### config.mk
export PLATFORM = sky130hd
export DESIGN_NAME = hit_ranked_rule_enforcer
export DESIGN_NICKNAME = d
export VERILOG_FILES = /design/src/sv/hrre_pkg.sv /design/src/sv/hit_ranked_rule_enforcer.sv /design/src/sv/hrre_seq.sv
export SDC_FILE = /design/constraint.sdc
export NUM_CORES = 1
export LEC_CHECK = 0
export BUFFER_PORTS_ARGS = -buffer_cell sky130_fd_sc_hd__buf_2
export CORE_MARGIN = 8
export CORE_UTILIZATION = 67
export CTS_CLUSTER_DIAMETER = 80
export DETAILED_ROUTE_END_ITERATION = 12
export PLACE_DENSITY = 0.85
export SLEW_MARGIN = 5
export SYNTH_ARGS = -nofsm -noshare
export SYNTH_HDL_FRONTEND = slang
export SYNTH_SLANG_ARGS = --single-unit
### constraint.sdc
create_clock -name aclk -period 7.83 [get_ports aclk]
set_input_delay 1.1745 -clock aclk [delete_from_list [all_inputs] [get_ports aclk]]
set_output_delay 1.1745 -clock aclk [all_outputs]
set_load 0.02 [all_outputs]
### src/sv/hrre_pkg.sv
// Package for the hit-ranked rule enforcer.
// Holds the rule entry type, the result word type and the sequencer states.
// No dependencies.
package hrre_pkg;

    localparam int MAX_RULES_DEF = 16;
    localparam int ID_W          = 8;
    localparam int RATE_W        = 32;
    localparam int LIM_W         = 5;

    typedef struct packed {
        logic [ID_W-1:0]   id;
        logic [RATE_W-1:0] rate;
        logic              act;
    } entry_t;

    typedef struct packed {
        logic             valid;
        logic [ID_W-1:0]  id;
        logic             enforced;
        logic             last;
        logic [LIM_W-1:0] size;
    } emit_t;

    typedef enum logic [2:0] {
        ST_IDLE,
        ST_SH_RD,
        ST_SH_CMP,
        ST_INS,
        ST_EM_RD,
        ST_EM_CHK
    } state_t;

endpackage

### src/sv/hit_ranked_rule_enforcer.sv
// Hit-ranked rule enforcer: insertion-sorts up to MAX_RULES rules by hit rate,
// then emits enforced active rules followed by the rest, one word per result.
// Loading: a rule is compared with stored entries in turn, shifting each one whose
// rate is not higher, until a higher one stops the scan; one shared compare unit and
// one memory port; rules arriving when full drop. Emission: two passes, output may stall.
// Input not ready meanwhile. Sync active-low reset clears control state and the limit.
module hit_ranked_rule_enforcer
    import hrre_pkg::*;
#(
    parameter int MAX_RULES = MAX_RULES_DEF
) (
    input  logic        aclk,
    input  logic        aresetn,
    input  logic        s_tvalid,
    output logic        s_tready,
    input  logic [47:0] s_tdata,   // rule_id[7:0], hit_rate[39:8], active[40], zero pad
    input  logic        s_tlast,   // last_rule
    output logic        m_tvalid,
    input  logic        m_tready,
    output logic [15:0] m_tdata,   // rule_id_res[7:0], enforced[8], reported_size[13:9], pad
    output logic        m_tlast,   // last_out
    input  logic        cfg_we,
    input  logic [4:0]  cfg_wdata  // max_enforced
);

    logic [LIM_W-1:0] max_enf_reg;
    logic             m_valid_reg;
    logic [ID_W-1:0]  m_id_reg;
    logic             m_enf_reg;
    logic             m_last_reg;
    logic [LIM_W-1:0] m_size_reg;
    logic             out_free;
    entry_t           in_entry;
    emit_t            emit;

    assign in_entry.id   = s_tdata[7:0];
    assign in_entry.rate = s_tdata[39:8];
    assign in_entry.act  = s_tdata[40];
    assign out_free      = !m_valid_reg || m_tready;

    hrre_seq #(
        .MAX_RULES (MAX_RULES)
    ) u_seq (
        .aclk         (aclk),
        .aresetn      (aresetn),
        .in_valid     (s_tvalid),
        .in_ready     (s_tready),
        .in_entry     (in_entry),
        .in_last      (s_tlast),
        .max_enforced (max_enf_reg),
        .out_free     (out_free),
        .emit         (emit)
    );

    always_ff @(posedge aclk) begin
        if (!aresetn) begin
            max_enf_reg <= '0;
            m_valid_reg <= 1'b0;
        end else begin
            if (cfg_we) begin
                max_enf_reg <= cfg_wdata;
            end
            if (emit.valid) begin
                m_valid_reg <= 1'b1;
            end else if (m_tready) begin
                m_valid_reg <= 1'b0;
            end
        end
    end

    always_ff @(posedge aclk) begin
        if (emit.valid) begin
            m_id_reg   <= emit.id;
            m_enf_reg  <= emit.enforced;
            m_last_reg <= emit.last;
            m_size_reg <= emit.size;
        end
    end

    assign m_tvalid = m_valid_reg;
    assign m_tlast  = m_last_reg;
    assign m_tdata  = {2'b00, m_size_reg, m_enf_reg, m_id_reg};

    a_no_overwrite: assert property (@(posedge aclk) disable iff (!aresetn)
        emit.valid |-> (!m_valid_reg || m_tready))
        else $error("result word overwritten while pending");

    a_size_on_last: assert property (@(posedge aclk) disable iff (!aresetn)
        (m_valid_reg && !m_last_reg) |-> (m_size_reg == '0))
        else $error("reported size on non-final word");

    a_reset_idle: assert property (@(posedge aclk)
        !aresetn |=> (!m_valid_reg && s_tready))
        else $error("not idle after reset");

endmodule

### src/sv/hrre_seq.sv
// Rule store and sequencer: insertion sort into the rule memory, then two
// emission passes (enforced, then the rest). Depends on hrre_pkg.
module hrre_seq
    import hrre_pkg::*;
#(
    parameter int  MAX_RULES = MAX_RULES_DEF,
    localparam int CW        = $clog2(MAX_RULES + 1),
    localparam int AW        = $clog2(MAX_RULES),
    localparam int SW        = (CW > LIM_W) ? CW : LIM_W
) (
    input  logic             aclk,
    input  logic             aresetn,
    input  logic             in_valid,
    output logic             in_ready,
    input  entry_t           in_entry,
    input  logic             in_last,
    input  logic [LIM_W-1:0] max_enforced,
    input  logic             out_free,
    output emit_t            emit
);

    state_t               state_reg, state_next;
    logic [CW-1:0]        count_reg, count_next;
    logic [CW-1:0]        idx_reg, idx_next;
    logic [CW-1:0]        ocnt_reg, ocnt_next;
    logic [LIM_W-1:0]     used_reg, used_next;
    logic                 pass_reg, pass_next;
    logic [MAX_RULES-1:0] taken_reg, taken_next;
    entry_t               new_reg;
    logic                 new_last_reg;
    entry_t               rd_data_reg;

    entry_t               mem [MAX_RULES];
    logic                 mem_we;
    logic [AW-1:0]        mem_waddr;
    entry_t               mem_wdata;
    logic                 rd_en;
    logic [AW-1:0]        rd_addr;

    logic [CW-1:0]        idx_dec;
    logic [CW-1:0]        cnt_dec;
    logic                 full;
    logic                 stop;
    logic                 want;
    logic                 at_end;
    logic [SW-1:0]        cnt_w;
    logic [SW-1:0]        lim_w;

    assign idx_dec = idx_reg - 1'b1;
    assign cnt_dec = count_reg - 1'b1;
    assign full    = (count_reg == CW'(MAX_RULES));
    assign stop    = (rd_data_reg.rate > new_reg.rate);
    assign want    = pass_reg ? !taken_reg[idx_reg[AW-1:0]]
                              : (rd_data_reg.act && (used_reg < max_enforced));
    assign at_end  = (idx_reg == cnt_dec);
    assign cnt_w   = SW'(count_reg);
    assign lim_w   = SW'(max_enforced);
    assign in_ready = (state_reg == ST_IDLE);

    always_comb begin
        state_next = state_reg;
        case (state_reg)
            ST_IDLE: begin
                if (in_valid) begin
                    if (full) begin
                        state_next = in_last ? ST_EM_RD : ST_IDLE;
                    end else begin
                        state_next = (count_reg == '0) ? ST_INS : ST_SH_RD;
                    end
                end
            end
            ST_SH_RD:  state_next = ST_SH_CMP;
            ST_SH_CMP: state_next = (stop || idx_reg == CW'(1)) ? ST_INS : ST_SH_RD;
            ST_INS:    state_next = new_last_reg ? ST_EM_RD : ST_IDLE;
            ST_EM_RD:  state_next = ST_EM_CHK;
            ST_EM_CHK: begin
                if (!(want && !out_free)) begin
                    state_next = (at_end && pass_reg) ? ST_IDLE : ST_EM_RD;
                end
            end
            default:   state_next = ST_IDLE;
        endcase
    end

    always_comb begin
        count_next = count_reg;
        idx_next   = idx_reg;
        ocnt_next  = ocnt_reg;
        used_next  = used_reg;
        pass_next  = pass_reg;
        taken_next = taken_reg;
        mem_we     = 1'b0;
        mem_waddr  = idx_reg[AW-1:0];
        mem_wdata  = new_reg;
        rd_en      = 1'b0;
        rd_addr    = idx_reg[AW-1:0];
        emit       = '0;
        case (state_reg)
            ST_IDLE: begin
                idx_next   = full ? '0 : count_reg;
                pass_next  = 1'b0;
                used_next  = '0;
                ocnt_next  = '0;
                taken_next = '0;
            end
            ST_SH_RD: begin
                rd_en   = 1'b1;
                rd_addr = idx_dec[AW-1:0];
            end
            ST_SH_CMP: begin
                if (!stop) begin
                    mem_we    = 1'b1;
                    mem_wdata = rd_data_reg;
                    idx_next  = idx_dec;
                end
            end
            ST_INS: begin
                mem_we     = 1'b1;
                count_next = count_reg + 1'b1;
                idx_next   = '0;
            end
            ST_EM_RD: begin
                rd_en = 1'b1;
            end
            ST_EM_CHK: begin
                if (!(want && !out_free)) begin
                    if (want) begin
                        emit.valid    = 1'b1;
                        emit.id       = rd_data_reg.id;
                        emit.enforced = !pass_reg;
                        emit.last     = (ocnt_reg == cnt_dec);
                        emit.size     = (ocnt_reg == cnt_dec)
                                      ? ((cnt_w < lim_w) ? LIM_W'(count_reg) : max_enforced)
                                      : '0;
                        ocnt_next     = ocnt_reg + 1'b1;
                        if (!pass_reg) begin
                            taken_next[idx_reg[AW-1:0]] = 1'b1;
                            used_next = used_reg + 1'b1;
                        end
                    end
                    if (at_end) begin
                        idx_next  = '0;
                        pass_next = 1'b1;
                        if (pass_reg) begin
                            count_next = '0;
                        end
                    end else begin
                        idx_next = idx_reg + 1'b1;
                    end
                end
            end
            default: ;
        endcase
    end

    always_ff @(posedge aclk) begin
        if (!aresetn) begin
            state_reg <= ST_IDLE;
            count_reg <= '0;
            idx_reg   <= '0;
            ocnt_reg  <= '0;
            used_reg  <= '0;
            pass_reg  <= 1'b0;
            taken_reg <= '0;
        end else begin
            state_reg <= state_next;
            count_reg <= count_next;
            idx_reg   <= idx_next;
            ocnt_reg  <= ocnt_next;
            used_reg  <= used_next;
            pass_reg  <= pass_next;
            taken_reg <= taken_next;
        end
    end

    always_ff @(posedge aclk) begin
        if (state_reg == ST_IDLE && in_valid) begin
            new_reg      <= in_entry;
            new_last_reg <= in_last;
        end
    end

    always_ff @(posedge aclk) begin
        if (mem_we) begin
            mem[mem_waddr] <= mem_wdata;
        end
        if (rd_en) begin
            rd_data_reg <= mem[rd_addr];
        end
    end

    a_count_bound: assert property (@(posedge aclk) disable iff (!aresetn)
        count_reg <= CW'(MAX_RULES))
        else $error("rule count above capacity");

    a_emit_nonempty: assert property (@(posedge aclk) disable iff (!aresetn)
        (state_reg == ST_EM_CHK || state_reg == ST_EM_RD) |->
        (count_reg != '0 && idx_reg < count_reg))
        else $error("emission index out of range");

    a_used_limit: assert property (@(posedge aclk) disable iff (!aresetn)
        emit.valid && emit.enforced |-> used_reg < max_enforced)
        else $error("enforced beyond limit");

endmodule
==> impl.org <==
** Global route
- The initial antenna violation count is 0.
- The via count of the first global-routing pass was 17100.
- Global route overflow :: 0
- The first global-routing pass estimated 113000 um of wire.
- For this run, the total global-route usage over all layers was measured as 0.287.
- Entering global routing, the biggest net connects 147 pins.

** Layout
- Count of nets after finishing :: 1757
- Share of post-route cells with drive strength above 1 :: 0.282
- Diode insertion count for antenna repair :: 0
- The register with the most flip-flops in the layout has 656 of them.
- Measured on the finished design, the core utilization comes to 0.748.
- Most common cell after layout, fill and taps aside :: sky130_fd_sc_hd__edfxtp_1
- Compared with the post-synthesis result, the final layout area differs by 11.0%.
- Commonest non-fill, non-tap cells in the layout :: sky130_fd_sc_hd__edfxtp_1 (754), sky130_fd_sc_hd__mux4_2 (210), sky130_fd_sc_hd__clkbuf_16 (81), sky130_fd_sc_hd__buf_2 (68), sky130_fd_sc_hd__nor2_1 (61)

** Power and ir drop
- The design draws 10.8 mW.
- Of the total power, combinational logic draws 0.182.
- For this design the total switching power over the nets is 2.73 mW.
- IR analysis of the VDD net gives a maximum drop of 0.223 mV.
- The internal power of the cells totals 8.02 mW.
- PwrDens :: 304 nW/um2
- The share of total power dissipated in the clock network is 0.339.
- For this design the static power due to leakage is 11.7 nW.
- Of the total power, the share spent switching nets is 0.254.
- The share of total power dissipated in sequential elements is 0.480.

** Status
- The run finished with clean final reports.

** Clock tree
- The later pin in the worst-skew pair is clocked with a latency of 0.61 ns.
- Buffers inserted during clock tree synthesis total 77.
- Clock-pin slew was measured on the worst setup and hold paths at 0.06 ns.
- After clock tree synthesis, the repair step resized 0 gates.
- Clock tree synthesis selected as its root buffer the cell sky130_fd_sc_hd__clkbuf_16.
- The H-tree was split into 3 levels.
- For this design, the CTS-stage hold fixing added 0 buffers.
- TritonCTS built the clock tree.
- Post-CTS Setup Bufs :: 0
- The longest clock path from root to sink contains 3 buffers.
- Counting every sink on the clock net gives 800.

** Yosys
- Number of flip-flops and latches in the synthesized netlist :: 800
- The share of the Yosys chip area taken by registers is 0.738.
- Counting every instance in the synthesized netlist gives 1553.
- Counting flops with an async set or reset pin after synthesis yields a share of 0.
- For this run, the leading register cell type out of synthesis is sky130_fd_sc_hd__edfxtp_1.
- Leading cell types by total area after synthesis :: sky130_fd_sc_hd__edfxtp_1 (71%), sky130_fd_sc_hd__mux4_2 (15%), sky130_fd_sc_hd__dfxtp_1 (2.9%)
- Largest area contributor in the synthesized netlist :: sky130_fd_sc_hd__edfxtp_1
- Synth warnings :: 0
- In this run, synthesis inferred 754 flip-flops with an integrated enable.
- Top cell type's share of synthesized area :: 0.710
- Summed instance area of the synthesized netlist :: 31900 um2
- A synthesized cell averages 20.5 um2.
- Unique masters post-synth :: 63

** Timing
- Final Hold Viols :: 0
- Max-Slew Margin vs Limit :: 0.307
- Counting I/O delays and the setup requirement, the final critical path takes 4.73 ns.
- Setup repair after global routing left no endpoint under its margin.
- Final setup TNS :: 0 ns
- Hold timing on the final database bottoms out at a slack of 0.469 ns.
- Clock Skews :: 0.0204 ns
- In the post-route analysis, the smallest setup slack over all paths is 3.10 ns.
- For the pin with the worst max-slew slack, the measured transition is 1.04 ns.
- Number of pins with negative max-slew slack in the final report :: 0
- Of the available clock period, the critical path in the final layout requires 0.604.
- Total setup violations reported at the end of the flow :: 0
- Static timing analysis puts the maximum clock frequency at 212 MHz.

** Die
- Cell Rows :: 80
- I/O pin count :: 78
- The die covers 54900 um2.
- From left edge to right edge, the die measures 234 um.
- For this configuration, the core starts out at a cell density of 0.674.
- Placeable core region :: 47300 um2
- The floorplan step set the die height to 234 um.

** Route
- The detailed router finished its first iteration with 2524 violations.
- The final route contains 16600 vias.
- Post-DR vias/cell :: 7.13
- Number of nets with antenna violations after routing :: 0
- Total iterations of the first detailed-routing run :: 6
- Wire length per cell after detailed routing :: 33.1 um
- Wires add up to 76900 um.
- In the routed design, unresolved DRC markers number 0.

** Place
- Setup slack after placement :: 3.46 ns
- At the end of routability-driven placement, the weighted congestion stood at 0.891.
- Port buffering added 68 buffers.
- Total half-perimeter wirelength after legalization and detailed placement :: 36200 um

** Job
- The tool flagged a number of max-cap violations equal to 0.

** Setup path
- STA puts the critical path data arrival time at 4.96 ns.
- The worst setup path is launched from a flip-flop.
- The worst setup path is captured at a flip-flop.
- Maximum fanout along the worst path :: 25
- Worst path required time :: 8.06 ns
- The worst setup path is of the flip-flop to flip-flop kind.

** Min path
- Worst hold-check path type :: flip-flop to flip-flop
[layer usage]
metal / vias to the layer above / track usage / share of wire
li1: 6554 / - / -
met1: 8510 / 0.372 / 0.35
met2: 1263 / 0.476 / 0.50
met3: 250 / 0.0515 / 0.10
met4: 0 / 0.132 / 0.044
met5: - / 0 / 0
[worst paths after layout]
check	start	endpoint	slack (ns)	depth (start not counted)
setup / recovery	u_seq.new_reg[16]	u_seq.mem[14][26]	3.10	10
hold / removal	u_seq.taken_reg[10]	u_seq.taken_reg[10]	0.47	2
setup reg to reg	u_seq.new_reg[16]	u_seq.mem[14][26]	3.10	10
hold reg to reg	u_seq.taken_reg[10]	u_seq.taken_reg[10]	0.47	2
[cell type report]
type,count,area [um2]
Tap cell,615,769
Clock inverter,40,323
Timing Repair Buffer,95,568
Inverter,50,188
Sequential cell,800,23600
Fill cell,2332,11900
Clock buffer,99,2100
Multi-Input combinational cell,626,7900
[worst max-delay path: stages (launching register included)]
cell	delay, ns
sky130_fd_sc_hd__edfxtp_1	0.45
sky130_fd_sc_hd__inv_1	0.08
sky130_fd_sc_hd__ha_1	0.33
sky130_fd_sc_hd__nand4_1	0.23
sky130_fd_sc_hd__nor2_1	0.08
sky130_fd_sc_hd__a221oi_1	0.82
sky130_fd_sc_hd__a31oi_1	0.17
sky130_fd_sc_hd__o21ai_1	0.38
sky130_fd_sc_hd__o21a_1	0.44
sky130_fd_sc_hd__and3_2	0.77
sky130_fd_sc_hd__buf_4	0.58
[synthesized netlist by cell type (all sizes together) (3+ instances only)]
cell type	n
nand3	10
and2	14
xnor2	16
mux2	43
nor3b	3
nor4	4
buf	37
mux2i	11
a31oi	20
nand2	29
a21oi	24
o21ai	9
nor2b	8
and3	17
a211oi	6
a21o	6
dfxtp	46
or3	3
mux4	210
ha	48
edfxtp	754
inv	50
nor2	62
nand2b	7
nand4	13
nor3	14
xor2	12
clkbuf	41
[power by group through the flow]
stage          sequential [mW]  combinational [mW]  clock, mW
6_report                  5.16                1.95       3.64
5_1_grt                   5.17                2.06       3.81
4_1_cts                   5.16                1.95       3.67
3_5_place_dp              5.23                1.89          0
3_3_place_gp              5.22                1.81          0
2_1_floorplan             5.18                1.46          0
[logic make-up (layout without fill, tap and decap cells)]
logic type | Yosys count | in the layout | share of synthesized area
flip-flops | 800 | 800 | 0.738
multiplexers | 264 | 264 | 0.167
AND/OR/NAND/NOR | 191 | 191 | 0.0306
buffers and inverters | 128 | 284 | 0.0170
AO/OA/AOI/OAI | 91 | 91 | 0.0191
adder cells (fa/ha/maj) | 48 | 48 | 0.0188
XOR/XNOR | 30 | 30 | 0.00914
other | 1 | 2 | 0.000118
[through the flow]
stage	std cells	cell area (um2)
floorplan	1554	31900
global placement	2186	33000
detailed placement	2186	33000
CTS	2325	35400
global route	2325	35400
finish	2325	35400
Power figures use the tool's default switching activity.
